==> src/design/lrupr_pkg.sv <==
// Shared definitions for the LRU page replacement block.
// Holds default sizes, fixed port widths and the cell control struct.
// No dependencies.
package lrupr_pkg;

	localparam int FRAME_COUNT_DEF = 4;
	localparam int PAGE_BITS_DEF   = 8;

	localparam int PAGE_ID_W = 8;
	localparam int SLOT_W    = 2;
	localparam int HIT_W     = 32;

	typedef struct packed {
		logic take;
		logic hit;
		logic full_miss;
		logic fill;
	} cell_ctl_t;

endpackage

==> src/design/lru_page_replacement.sv <==
// LRU page replacement over a small set of frames.
// Input channel: page_id with in_valid / in_stall; one page request per transaction.
// Output channel: is_hit, frame_slot, evicted_valid, evicted_page, hit_total with
// out_valid / out_stall; one result per request.
// The frames sit in a chain of cells ordered from least to most recently used.
// Every cell compares its page with the request at once; a hit or an eviction
// shifts the cells behind the chosen position one step toward the least recent
// end and the most recent cell takes the request. A miss with free frames fills
// the first empty cell.
// An accepted request has its result in the output register in the next cycle.
// Throughput: one request per cycle while the output is not stalled, set by the
// combinational compare and shift across the cell chain.
// hit_total counts hits since reset and saturates at its maximum.
// Reset empties all frames and clears the hit count; no clearing pass is needed.
// While the receiver stalls a waiting result, the result holds and in_stall
// rises; a request is still taken in the cycle the output register drains.
module lru_page_replacement #(
	parameter int FRAME_COUNT = lrupr_pkg::FRAME_COUNT_DEF,
	parameter int PAGE_BITS   = lrupr_pkg::PAGE_BITS_DEF
) (
	input  logic                            clk,
	input  logic                            arst_n,
	input  logic                            in_valid,
	output logic                            in_stall,
	input  logic [lrupr_pkg::PAGE_ID_W-1:0] page_id,
	output logic                            out_valid,
	input  logic                            out_stall,
	output logic                            is_hit,
	output logic [lrupr_pkg::SLOT_W-1:0]    frame_slot,
	output logic                            evicted_valid,
	output logic [lrupr_pkg::PAGE_ID_W-1:0] evicted_page,
	output logic [lrupr_pkg::HIT_W-1:0]     hit_total
);
	import lrupr_pkg::*;

	localparam int FIDX_W = $clog2(FRAME_COUNT);

	cell_ctl_t            ctl;
	logic [PAGE_BITS-1:0] req_page;
	logic                 hit;
	logic                 hit_any;
	logic                 full;
	logic [FIDX_W-1:0]    tail_frame;
	logic [FIDX_W-1:0]    slot;

	logic                 c_valid [FRAME_COUNT];
	logic [PAGE_BITS-1:0] c_page  [FRAME_COUNT];
	logic [FIDX_W-1:0]    c_frame [FRAME_COUNT];
	logic                 sh      [FRAME_COUNT+1];
	logic [FIDX_W-1:0]    hfr     [FRAME_COUNT+1];
	logic [FIDX_W-1:0]    ffr     [FRAME_COUNT+1];

	logic                 out_valid_q;
	logic                 is_hit_q;
	logic [SLOT_W-1:0]    frame_slot_q;
	logic                 evicted_valid_q;
	logic [PAGE_ID_W-1:0] evicted_page_q;
	logic [HIT_W-1:0]     hit_cnt_q;

	assign req_page = PAGE_BITS'(page_id);
	assign in_stall = out_valid_q & out_stall;
	assign full     = c_valid[FRAME_COUNT-1];
	assign hit      = sh[FRAME_COUNT] & ~sh[0];

	assign ctl.take      = in_valid & ~in_stall;
	assign ctl.full_miss = sh[0];
	assign ctl.hit       = hit;
	assign ctl.fill      = ~hit & ~full;

	assign sh[0]      = full & ~hit_any;
	assign hfr[0]     = '0;
	assign ffr[0]     = '0;
	assign tail_frame = hit_any ? hfr[FRAME_COUNT] : c_frame[0];

	always_comb begin
		hit_any = 1'b0;
		for (int i = 0; i < FRAME_COUNT; i++) begin
			hit_any = hit_any | (c_valid[i] && (c_page[i] == req_page));
		end
	end

	always_comb begin
		if (hit_any) begin
			slot = hfr[FRAME_COUNT];
		end else if (full) begin
			slot = c_frame[0];
		end else begin
			slot = ffr[FRAME_COUNT];
		end
	end

	for (genvar g = 0; g < FRAME_COUNT; g++) begin : g_cell
		logic left_v;
		logic right_v;
		logic [PAGE_BITS-1:0] right_p;
		logic [FIDX_W-1:0]    right_f;

		if (g == 0) begin : g_first
			assign left_v = 1'b1;
		end else begin : g_mid
			assign left_v = c_valid[g-1];
		end

		if (g == FRAME_COUNT - 1) begin : g_last
			assign right_v = 1'b0;
			assign right_p = '0;
			assign right_f = '0;
		end else begin : g_inner
			assign right_v = c_valid[g+1];
			assign right_p = c_page[g+1];
			assign right_f = c_frame[g+1];
		end

		lrupr_cell #(
			.FRAME_COUNT (FRAME_COUNT),
			.PAGE_BITS   (PAGE_BITS),
			.CELL_IDX    (g)
		) u_cell (
			.clk            (clk),
			.arst_n         (arst_n),
			.ctl            (ctl),
			.req_page       (req_page),
			.tail_frame     (tail_frame),
			.left_valid     (left_v),
			.right_valid    (right_v),
			.right_page     (right_p),
			.right_frame    (right_f),
			.sh_in          (sh[g]),
			.sh_out         (sh[g+1]),
			.hit_frame_in   (hfr[g]),
			.hit_frame_out  (hfr[g+1]),
			.free_frame_in  (ffr[g]),
			.free_frame_out (ffr[g+1]),
			.cell_valid     (c_valid[g]),
			.cell_page      (c_page[g]),
			.cell_frame     (c_frame[g])
		);
	end

	always_ff @(posedge clk or negedge arst_n) begin
		if (!arst_n) begin
			out_valid_q <= 1'b0;
			hit_cnt_q   <= '0;
		end else begin
			out_valid_q <= ctl.take | (out_valid_q & out_stall);
			if (ctl.take && hit_any && (hit_cnt_q != {HIT_W{1'b1}})) begin
				hit_cnt_q <= hit_cnt_q + HIT_W'(1);
			end
		end
	end

	always_ff @(posedge clk) begin
		if (ctl.take) begin
			is_hit_q        <= hit_any;
			frame_slot_q    <= SLOT_W'(slot);
			evicted_valid_q <= ~hit_any & full;
			evicted_page_q  <= (~hit_any & full) ? PAGE_ID_W'(c_page[0]) : '0;
		end
	end

	assign out_valid     = out_valid_q;
	assign is_hit        = is_hit_q;
	assign frame_slot    = frame_slot_q;
	assign evicted_valid = evicted_valid_q;
	assign evicted_page  = evicted_page_q;
	assign hit_total     = hit_cnt_q;

endmodule

==> src/design/lrupr_cell.sv <==
// One recency position of the LRU chain: holds a resident page and its frame.
// Shifts toward the least recent end on a hit or eviction, fills on a free miss.
// Depends on lrupr_pkg.
module lrupr_cell #(
	parameter int FRAME_COUNT = lrupr_pkg::FRAME_COUNT_DEF,
	parameter int PAGE_BITS   = lrupr_pkg::PAGE_BITS_DEF,
	parameter int CELL_IDX    = 0,
	localparam int FIDX_W     = $clog2(FRAME_COUNT)
) (
	input  logic                  clk,
	input  logic                  arst_n,
	input  lrupr_pkg::cell_ctl_t  ctl,
	input  logic [PAGE_BITS-1:0]  req_page,
	input  logic [FIDX_W-1:0]     tail_frame,
	input  logic                  left_valid,
	input  logic                  right_valid,
	input  logic [PAGE_BITS-1:0]  right_page,
	input  logic [FIDX_W-1:0]     right_frame,
	input  logic                  sh_in,
	output logic                  sh_out,
	input  logic [FIDX_W-1:0]     hit_frame_in,
	output logic [FIDX_W-1:0]     hit_frame_out,
	input  logic [FIDX_W-1:0]     free_frame_in,
	output logic [FIDX_W-1:0]     free_frame_out,
	output logic                  cell_valid,
	output logic [PAGE_BITS-1:0]  cell_page,
	output logic [FIDX_W-1:0]     cell_frame
);
	import lrupr_pkg::*;

	logic                 valid_q;
	logic [PAGE_BITS-1:0] page_q;
	logic [FIDX_W-1:0]    frame_q;
	logic                 match;
	logic                 last;
	logic                 free_here;

	assign match          = valid_q && (page_q == req_page);
	assign sh_out         = sh_in | match;
	assign last           = valid_q & ~right_valid;
	assign free_here      = ~valid_q & left_valid;
	assign hit_frame_out  = hit_frame_in | (match ? frame_q : '0);
	assign free_frame_out = free_frame_in | (free_here ? FIDX_W'(CELL_IDX) : '0);

	assign cell_valid = valid_q;
	assign cell_page  = page_q;
	assign cell_frame = frame_q;

	always_ff @(posedge clk or negedge arst_n) begin
		if (!arst_n) begin
			valid_q <= 1'b0;
		end else if (ctl.take && ctl.fill && free_here) begin
			valid_q <= 1'b1;
		end
	end

	always_ff @(posedge clk) begin
		if (ctl.take) begin
			if ((ctl.hit || ctl.full_miss) && sh_out) begin
				if (last) begin
					page_q  <= req_page;
					frame_q <= tail_frame;
				end else begin
					page_q  <= right_page;
					frame_q <= right_frame;
				end
			end else if (ctl.fill && free_here) begin
				page_q  <= req_page;
				frame_q <= FIDX_W'(CELL_IDX);
			end
		end
	end

endmodule
==> config.mk <==
export PLATFORM = sky130hd
export DESIGN_NAME = lru_page_replacement
export DESIGN_NICKNAME = d
export VERILOG_FILES = /design/src/design/lrupr_pkg.sv /design/src/design/lru_page_replacement.sv /design/src/design/lrupr_cell.sv
export SDC_FILE = /design/constraint.sdc
export NUM_CORES = 1
export LEC_CHECK = 0
export ABC_AREA = 1
export BUFFER_PORTS_ARGS = -buffer_cell sky130_fd_sc_hd__clkbuf_2
export CAP_MARGIN = 20
export CORE_MARGIN = 2
export CORE_UTILIZATION = 24
export DETAILED_ROUTE_END_ITERATION = 8
export PLACE_DENSITY_LB_ADDON = 0.12
export SETUP_SLACK_MARGIN = 0.2
export SKIP_CTS_REPAIR_TIMING = 1
export SYNTH_ARGS = -nofsm -noshare
export SYNTH_HDL_FRONTEND = slang
export SYNTH_SLANG_ARGS = --single-unit
==> constraint.sdc <==
create_clock -name clk -period 3.4 [get_ports clk]
set_clock_uncertainty 0.05 [all_clocks]
set_input_delay 0.17 -clock clk [delete_from_list [all_inputs] [get_ports clk]]
set_output_delay 0.17 -clock clk [all_outputs]
set_load 0.1 [all_outputs]
* Yosys cells after proc, flatten, opt, wreduce, memory -nomap -nowiden *
Cells that the tools add are included.

word-level totals
  bits in registers = 89
  logic and storage cells = 115

cells by class
  add/sub/neg operators = 1
  equal/unequal tests = 5
  muxes and demuxes = 34
  bitwise logic cells = 29
  reduce and logical (&&, ||, !) cells = 28

operators by type and width
  operator                                                          number
  8-bit 2-to-1 mux                                                  12
  2-bit 2-to-1 mux                                                  21
  32-bit by 1-bit adder with 32-bit output (second input constant)  1
  8-bit equality test                                               4
  32-bit != test (second input constant)                            1
  1-bit logical AND                                                 19
  1-bit AND                                                         8
  1-bit inverter                                                    8
  1-bit OR                                                          8
  2-bit OR                                                          4
  2-bit AND reduction                                               4
  2-bit nonzero test                                                4
  1-bit by 2-bit OR with 2-bit output                               1
  1-bit logical OR                                                  1
  1-bit 2-to-1 mux                                                  1

* Logic depth before layout (Yosys ltp) *
Gate-level depths: netlist of the first run.

  depth in word-level cells = 17
  gate-level depth with buffers = 16

* By module *
From an unflattened synthesis of the first run, not the netlist that was laid out.

unflattened totals
  cells, all modules = 935
  area total of the unflattened synthesis = 6845.3 µm²

modules (own cells, without submodules)
  module                              instances  cells each  area an instance (µm²)  sequential area each (µm²)
  lru_page_replacement                1          489         3273.1                  1186.1
  lrupr_cell at g_cell[1].u_cell ...  2          111         910.9                   325.3
  lrupr_cell at g_cell[3].u_cell      1          112         909.6                   325.3
  lrupr_cell at g_cell[0].u_cell      1          112         840.8                   325.3

* Worst setup path before layout of the first run *
Ideal clock, no wire load.

  kind = register to register
  start = reg out_valid_q (netlist: out_valid)
  end = reg g_cell[3].u_cell.frame_q[0] (enable)
  arrival time = 3.176 ns
  slack = -0.206 ns
  cell stages (with the launch flop) = 6
  buffers on the path = 0
  period minus slack after synthesis = 3.606 ns
  cells stage by stage = dfrtp_1 -> nand2_1 -> inv_1 -> nor2_1 -> inv_1 -> a21oi_1

RTL lines
  element                 line                         RTL
  start, declared         lru_page_replacement.sv:53   logic out_valid_q;
  start signal, assigned  lru_page_replacement.sv:145  out_valid_q <= ctl.take | (out_valid_q & out_stall);
  end signal, assigned    lrupr_cell.sv:62             frame_q <= tail_frame;
  end signal, assigned    lrupr_cell.sv:65             frame_q <= right_frame;
  end signal, assigned    lrupr_cell.sv:69             frame_q <= FIDX_W'(CELL_IDX);
  end, declared           lrupr_cell.sv:33             logic [FIDX_W-1:0] frame_q;

* Final worst setup path of the first run *
  start = reg g_cell[0].u_cell.page_q[3]
  end = reg g_cell[0].u_cell.page_q[0] (enable)

on the way
  word-level cells in the longest chain between the ends = 17
  elaborated cells on any way between the ends = 20

RTL lines
  element                                   line                                          RTL
  start, declared                           lrupr_cell.sv:32                              logic [PAGE_BITS-1:0] page_q;
  start signal, assigned                    lrupr_cell.sv:61                              page_q <= req_page;
  start signal, assigned                    lrupr_cell.sv:64                              page_q <= right_page;
  start signal, assigned                    lrupr_cell.sv:68                              page_q <= req_page;
  8-bit equality test (*)                   lru_page_replacement.sv:78, lrupr_cell.sv:38
  1-bit logical AND (*)                     lru_page_replacement.sv:78, lrupr_cell.sv:38
  1-bit OR (3 in series)                    lru_page_replacement.sv:78                    hit_any = hit_any | (c_valid[i] && (c_page[i] == req_page));
  1-bit inverter                            lru_page_replacement.sv:70                    assign sh[0] = full & ~hit_any;
  1-bit AND                                 lru_page_replacement.sv:70
  1-bit OR (4 in series)                    lrupr_cell.sv:39                              assign sh_out = sh_in | match;
  1-bit AND                                 lru_page_replacement.sv:63                    assign hit = sh[FRAME_COUNT] & ~sh[0];
  1-bit inverter                            lru_page_replacement.sv:68                    assign ctl.fill = ~hit & ~full;
  1-bit AND                                 lru_page_replacement.sv:68
  1-bit logical AND                         lrupr_cell.sv:67                              end else if (ctl.fill && free_here) begin
  2-bit nonzero test (no source line) (*)   -
  2-bit AND reduction (no source line) (*)  -

Mark *: on every way between the ends. The rest lies on a longest branch, timed or not.
A chain may end at the register's enable or synchronous reset.

==> flow_summary_export.csv, run 1 <==
group,metric,value,unit
status,status,"complete, but fails checks",
status,violations,"hold timing",
route,firstDrtPassIters,5,
job,maxCapViolCount,0,
global_routing,grt_overflow,0,
route,dr_total_vias,5265,
global_routing,gr-usage-all-layers,0.160,
route,routed_via_density,4.52,
cts,clk_path_buf_depth,2,
global_routing,grt_pass1_vias,5243,
logic_synthesis,synth_cell_type_count,37,
logic_synthesis,syn_nets,801,
placed_design,pre_cts_ws,0.658,ns
layout,antenna_cells,0,
logic_synthesis,synth_most_common_cell,"nand2_1",
sta,post-route-min-period,2.69,ns
cts,cts.clk_slew.worst_paths,0.08,ns
sta,rsz0062_at_grt,"no",
critical_path,cp-start-kind,"flop",
logic_synthesis,yosys_warnings,0,
route,routedWlPerCell,16.9,µm
logic_synthesis,yosys.area_share.simple,0.378,
cts,cts_tree,"built",
logic_synthesis,ys_seq_elements,89,
sta,finalHoldViolCount,1,
sta,worst_slew_pin_slew,0.587,ns
logic_synthesis,synth_top_family_by_area,"simple AND/OR/NAND/NOR gates",
cts,htree_levels,3,
sta,slew_headroom,0.611,
layout,drive_gt1_frac,0.147,
layout,nNetsFinal,853,
logic_synthesis,yosys.area_share.xor_xnor,0.0469,
power_and_ir_drop,p_leak,3.17,nW
critical_path,critical_path.cell_chain,"inv_1, nand2_1, nand2_1, nor2_1, nand2_1, nor2_4, nand2_2, nand2_2, inv_2, nand3_4, nand2_4, nand2_1, nand2_1",
placed_design,routabilityCongestion,0.876,
logic_synthesis,avgSynthCellArea,7.34,µm²
sta,fin_crit_sh,0.791,
logic_synthesis,synth_compound_area_frac,0.0599,
global_routing,grt_pass1_wl,30900,µm
sta,setup_ws,0.712,ns
logic_synthesis,synth.area.top_cells,"edfxtp_1, nand2_1, dfrtp_1, nor2_1, nand3_1",
floorplan,initial_core_util,0.246,
floorplan,dieHeight,159,µm
logic_synthesis,async_reset_ff_frac,0.416,
critical_path,cp_max_fo,19,
global_routing,antenna_found_initial,0,
cts,cts_buffers,9,
critical_path,critical_path_required,3.34,ns
critical_path,path_class,"reg -> reg",
floorplan,io_pins,58,
cts,clock-sinks,89,
critical_path,crit_slowest_cell,"edfxtp_1",
placed_design,place_area,6340,µm²
floorplan,rows,56,
power_and_ir_drop,p_per_area,407,nW/µm²
critical_path,worst_ep_arrival_time,2.63,ns
power_and_ir_drop,p_total,2.71,mW
logic_synthesis,synth_fa_ha_area_frac,0.00216,
logic_synthesis,yosysTopAreaCellShare,0.270,
sta,finalSetupViolations,0,
logic_synthesis,synth_edf_count,52,
sta,hold_slack,-0.00639,ns
worst_hold_path,hold_path.class,"in -> reg",
sta,fmax,0.372,GHz
critical_path,slowest_delay,0.39,ns
route,drc,0,
layout,final_area,6660,µm²
layout,syn_to_final_growth,15.2,%
logic_synthesis,synth_flop_cell,"edfxtp_1",
sta,tns,0,ns
global_routing,grt_max_degree,38,
floorplan,dieArea,25400,µm²
logic_synthesis,synth_area_leader_cell,"edfxtp_1",
cts,cts_root_buf,"clkbuf_16",
critical_path,cp_common_cell,"nand2_1",
power_and_ir_drop,vdd_drop_max,0.256,mV
logic_synthesis,synth_area,5780,µm²
layout,utilization,0.283,
route,antenna_violating_nets_post_route,0,
floorplan,die_x,159,µm
logic_synthesis,yosysSeqAreaShare,0.430,
floorplan,fp.coreArea,23500,µm²
placed_design,dpl.hpwl,15000,µm
route,drt_wl_total,19700,µm
placed_design,numPortBuffers,57,
logic_synthesis,syn_inst,788,
route,drt_iter0_markers,378,
critical_path,end_kind,"flop",
sta,slew_viol_final,0,
logic_synthesis,synthMuxAreaShare,0,
cts,clk_latency,0.36,ns
logic_synthesis,netlist_top_cells_count,"nand2_1, nor2_1, inv_1",
[power breakdown]
part / switching, mW / leakage, nW / total (mW) / internal [mW]
logic: 0.371 / 2.04 / 0.471 / 0.100
registers: 0.0413 / 0.985 / 1.25 / 1.21
clock network: 0.485 / 0.136 / 0.989 / 0.504
[flip-flops by register name, indices dropped and copies added, names as in the netlist]
name / cells
out_valid: 1
evicted_page: 8
evicted_valid: 1
is_hit: 1
hit_total: 32
frame_slot: 2
g_cell.u_cell.cell_page: 32
g_cell.u_cell.cell_valid: 4
g_cell.u_cell.cell_frame: 8
[cells by family (layout without fill, tap and decap cells)]
| kind of cell | count (synthesis) | count (layout) |
|---|---|---|
| DFF | 89 | 89 |
| xor gates and xnor gates | 31 | 31 |
| and+or+nand+nor | 504 | 504 |
| adders and majority gates | 1 | 1 |
| AOI/OAI and AO/OA | 63 | 63 |
| buffers and inverters | 100 | 157 |
[placed cells by master (no fill, tap or decap), drive strengths merged, types with 4 or more instances in the layout]
| cell type | instances |
|---|---|
| xnor2 | 10 |
| edfxtp | 52 |
| inv | 73 |
| xor2 | 21 |
| nand2 | 308 |
| a21oi | 16 |
| nand4 | 19 |
| o21ai | 45 |
| clkbuf | 66 |
| nand3 | 61 |
| nor3b | 4 |
| buf | 12 |
| dfrtp | 37 |
| or2 | 4 |
| nor3 | 17 |
| nor2 | 86 |
[per-layer routing]
metal | wire [µm] | global-route usage | part of all wire
met1 | 9500 | 0.222 | 0.48
met2 | 8910 | 0.252 | 0.45
met3 | 949 | 0.0300 | 0.048
met4 | 347 | 0.0479 | 0.018
met5 | 0 | 0 | 0
[metrics by stage]
stage	hold WS [ns]	cells
after floorplan	-0.176	788
after global placement	0.344	1145
after detailed placement	0.345	1145
after CTS	-0.0397	1161
after global routing	0.000665	1164
final	-0.00639	1164
[critical path: cells and delay by family, from the launching register on]
kind | cells | cell delay, ns
DFF | 1 | 0.39
buffers and inverters | 2 | 0.21
and+or+nand+nor | 11 | 1.65
[cell type report]
class                   instances  area [µm²]
inverters                      70         265
clock inverters                 7        51.3
well taps                     319         399
fillers                      2668       16900
multi-input cells             599        2830
repair buffers                 71         408
flip-flops and latches         89        2490
clock buffers                   9         225
[worst paths after layout]
| check | end | start | slack [ns] | depth (start not counted) |
|---|---|---|---|---|
| max in group asynchronous | hit_total[0]$_DFFE_PN0P_ | arst_n | 2.69 | 3 |
| hold reg to reg | out_valid$_DFF_PN0_ | out_valid$_DFF_PN0_ | 0.45 | 2 |
| setup reg to reg | g_cell[0].u_cell.cell_page[0]$_DFFE_PP_ | g_cell[0].u_cell.cell_page[3]$_DFFE_PP_ | 0.71 | 13 |
| min in group asynchronous | g_cell[0].u_cell.cell_valid$_DFFE_PN0P_ | arst_n | 0.16 | 2 |
| setup / recovery | g_cell[0].u_cell.cell_page[0]$_DFFE_PP_ | g_cell[0].u_cell.cell_page[3]$_DFFE_PP_ | 0.71 | 13 |
| hold / removal | out_valid$_DFF_PN0_ | in_valid | -0.006 | 3 |
Power figures use the tool's default switching activity.
==> inputs of run 2 (changes only) <==
--- a/config.mk
+++ b/config.mk
@@ -5,7 +5,7 @@
 export SDC_FILE = /design/constraint.sdc
 export NUM_CORES = 1
 export LEC_CHECK = 0
-export ABC_AREA = 1
+export ABC_AREA = 0
 export BUFFER_PORTS_ARGS = -buffer_cell sky130_fd_sc_hd__clkbuf_2
 export CAP_MARGIN = 20
 export CORE_MARGIN = 2
==> constraint.sdc (replaced) <==
create_clock -name clk -period 2.2 [get_ports clk]
set_clock_uncertainty 0.05 [all_clocks]
set_input_delay 0.11 -clock clk [delete_from_list [all_inputs] [get_ports clk]]
set_output_delay 0.11 -clock clk [all_outputs]
set_load 0.1 [all_outputs]
==> flow_summary_export.csv, run 2 <==
group,metric,value,unit
placed_design,routabilityCongestion,0.778,
cts,htree_levels,3,
logic_synthesis,yosysSeqAreaShare,0.535,
critical_path,reg2reg_from,"g_cell[1].u_cell.cell_page[1]$_DFFE_PP_",
critical_path,end_kind,"flop",
logic_synthesis,yosys_warnings,0,
power_and_ir_drop,internal_power,3.06,mW
sta,rsz0062_at_grt,"yes",
route,antenna_violating_nets_post_route,0,
critical_path,reg2reg_setup_slack,-0.20,ns
layout,area.sequential,2560,µm²
global_routing,antenna_found_initial,0,
floorplan,die_x,143,µm
floorplan,dieHeight,143,µm
layout,multiInputGateArea,2580,µm²
layout,drive_gt1_frac,0.564,
placed_design,dpl.hpwl,9160,µm
worst_hold_path,hold_end,"g_cell[0].u_cell.cell_page[2]$_DFFE_PP_",
sta,finalHoldViolCount,0,
logic_synthesis,synth_cell_type_count,53,
cts,clk_latency,0.35,ns
power_and_ir_drop,p_switching,1.08,mW
route,drc,0,
critical_path,worst_ep_arrival_time,2.46,ns
route,routedWlPerCell,15.5,µm
floorplan,initial_core_util,0.246,
route,dr_total_vias,3518,
layout,syn_to_final_growth,49.0,%
power_and_ir_drop,p_leak,2.84,nW
sta,slew_headroom,0.614,
layout,layout_common_cells,"buf_4, clkbuf_2, edfxtp_1",
floorplan,rows,50,
floorplan,fp.coreArea,18900,µm²
critical_path,cp-startpoint,"g_cell[1].u_cell.cell_page[1]$_DFFE_PP_",
worst_hold_path,whs_path_depth,2,
floorplan,io_pins,58,
logic_synthesis,synth_most_common_cell,"edfxtp_1",
logic_synthesis,syn_nets,403,
sta,post-route-min-period,2.40,ns
logic_synthesis,yosysTopAreaCellShare,0.336,
placed_design,pre_cts_ws,-0.279,ns
layout,nNetsFinal,547,
critical_path,cp_max_fo,8,
power_and_ir_drop,seqPwrFrac,0.457,
logic_synthesis,synth_edf_count,52,
cts,clk_path_buf_depth,2,
job,maxCapViolCount,0,
sta,hold_slack,0.131,ns
logic_synthesis,synth_area_leader_cell,"edfxtp_1",
route,firstDrtPassIters,4,
sta,setup_ws,-0.203,ns
critical_path,r2r_cells,8,
logic_synthesis,netlist_top_cells_count,"edfxtp_1, dfrtp_1, xnor2_1, xor2_1, nand2_1",
sta,fin_crit_sh,1.09,
power_and_ir_drop,pwr-share-comb,0.132,
critical_path,cp-start-kind,"flop",
logic_synthesis,avgSynthCellArea,11.9,µm²
cts,clock-sinks,89,
sta,worst_slew_pin_slew,0.579,ns
global_routing,grt_overflow,0,
placed_design,numPortBuffers,57,
power_and_ir_drop,vdd_drop_max,0.353,mV
critical_path,r2r-end,"g_cell[2].u_cell.cell_page[3]$_DFFE_PP_",
route,drt_iter0_markers,149,
cts,cts_tree,"built",
sta,fmax,0.416,GHz
power_and_ir_drop,p_per_area,598,nW/µm²
worst_hold_path,min_from,"page_id[2]",
logic_synthesis,synth_area,4650,µm²
logic_synthesis,syn_inst,390,
worst_hold_path,hold_path.class,"in -> reg",
global_routing,grt_pass1_vias,3583,
layout,utilization,0.367,
sta,finalSetupViolations,106,
sta,slew_viol_final,0,
route,drt_wl_total,12400,µm
floorplan,dieArea,20500,µm²
cts,cts_root_buf,"clkbuf_16",
critical_path,path_class,"reg -> reg",
logic_synthesis,ys_seq_elements,89,
global_routing,grt_pass1_wl,19500,µm
cts,cts.clk_slew.worst_paths,0.07,ns
logic_synthesis,synth.area.top_cells,"edfxtp_1, dfrtp_1, xnor2_1, xor2_1, mux2_2",
layout,layout_commonest_cell,"buf_4",
layout,antenna_cells,0,
status,status,"complete, but fails checks",
global_routing,grt_max_degree,38,
power_and_ir_drop,swShare,0.261,
global_routing,gr-usage-all-layers,0.124,
logic_synthesis,async_reset_ff_frac,0.416,
critical_path,critical_path_required,2.26,ns
logic_synthesis,synth_flop_cell,"edfxtp_1",
status,violations,"setup timing",
route,routed_via_density,4.40,
layout,num-fill-cells,1898,
power_and_ir_drop,clkPwrFrac,0.411,
cts,cts_buffers,9,
-- run 2: cell types whose count changed after synthesis, moves of 9 or more --
cell / previous run / this run
nand2_1: 299 / 24
nor2_1: 80 / 12
inv_1: 60 / 8
nand3_1: 58 / 23
o21ai_0: 38 / 6
xnor2_1: 10 / 31
mux2_2: 0 / 20
and3_1: 0 / 12
nor2b_1: 0 / 10
xor2_1: 21 / 31
a21oi_1: 16 / 7
buf_4: 10 / 1
-- run 2: cells by family (layout without fill, tap and decap cells) --
logic type	after synthesis	count (layout)	synth area share
buffers and inverters	26	175	0.0315
flip-flops	89	89	0.535
AND/OR/NAND/NOR	151	151	0.196
adder cells (fa/ha/maj)	1	1	0.00269
XOR/XNOR	63	63	0.120
multiplexers	25	25	0.0605
AO/OA/AOI/OAI	35	35	0.0543
-- run 2: worst max-delay path by stage --
stage / end / slack [ns] / depth (start not counted)
2_1_floorplan: hit_total[17]$_DFFE_PN0P_ / -0.07 / 7
3_3_place_gp: g_cell[2].u_cell.cell_page[5]$_DFFE_PP_ / -0.33 / 8
3_5_place_dp: g_cell[2].u_cell.cell_page[3]$_DFFE_PP_ / -0.28 / 8
4_1_cts: g_cell[2].u_cell.cell_page[3]$_DFFE_PP_ / -0.30 / 8
5_1_grt: hit_total[30]$_DFFE_PN0P_ / -0.31 / 10
6_report: g_cell[2].u_cell.cell_page[3]$_DFFE_PP_ / -0.20 / 8
-- run 2: through the flow --
step	instances	total power, mW	TNS, ns	instance area (µm²)
finish	799	4.15	-12.32	6930
global route	799	4.32	-24.46	6930
CTS	785	4.16	-15.72	6310
floorplan	390	2.25	-0.917	4860
global placement	769	2.43	-15.41	6000
detailed placement	769	2.43	-13.61	6000
-- run 2: layout make-up --
cell class / count / area share
Multi-Input combinational cell: 275 / 0.373
Clock buffer: 10 / 0.0330
Timing Repair Buffer: 149 / 0.159
Inverter: 10 / 0.00560
Tap cell: 260 / 0.0469
Sequential cell: 89 / 0.369
Clock inverter: 6 / 0.0130
-- run 2: power by group through the flow --
stage	registers, mW	logic [mW]	clock network, mW
floorplan	2.04	0.212	0
global placement	1.93	0.507	0
detailed placement	1.93	0.507	0
CTS	1.89	0.509	1.76
global route	1.90	0.590	1.83
finish	1.90	0.546	1.70
-- run 2: critical path, stage by stage (launching register included) --
cell and delay (ns):
edfxtp_1 0.44, xor2_2 0.18, nor4_2 0.32, buf_4 0.17, nand4_1 0.20, nand3_4 0.14, a2bb2oi_4 0.18, buf_12 0.15
mux2_2 0.33
-- run 2: per-layer routing --
layer / routed length [µm] / vias up / GRT usage
li1: - / 1714 / -
met1: 5940 / 1744 / 0.167
met2: 5870 / 49 / 0.198
met3: 410 / 11 / 0.0295
met4: 152 / 0 / 0.0387
met5: 0 / - / 0
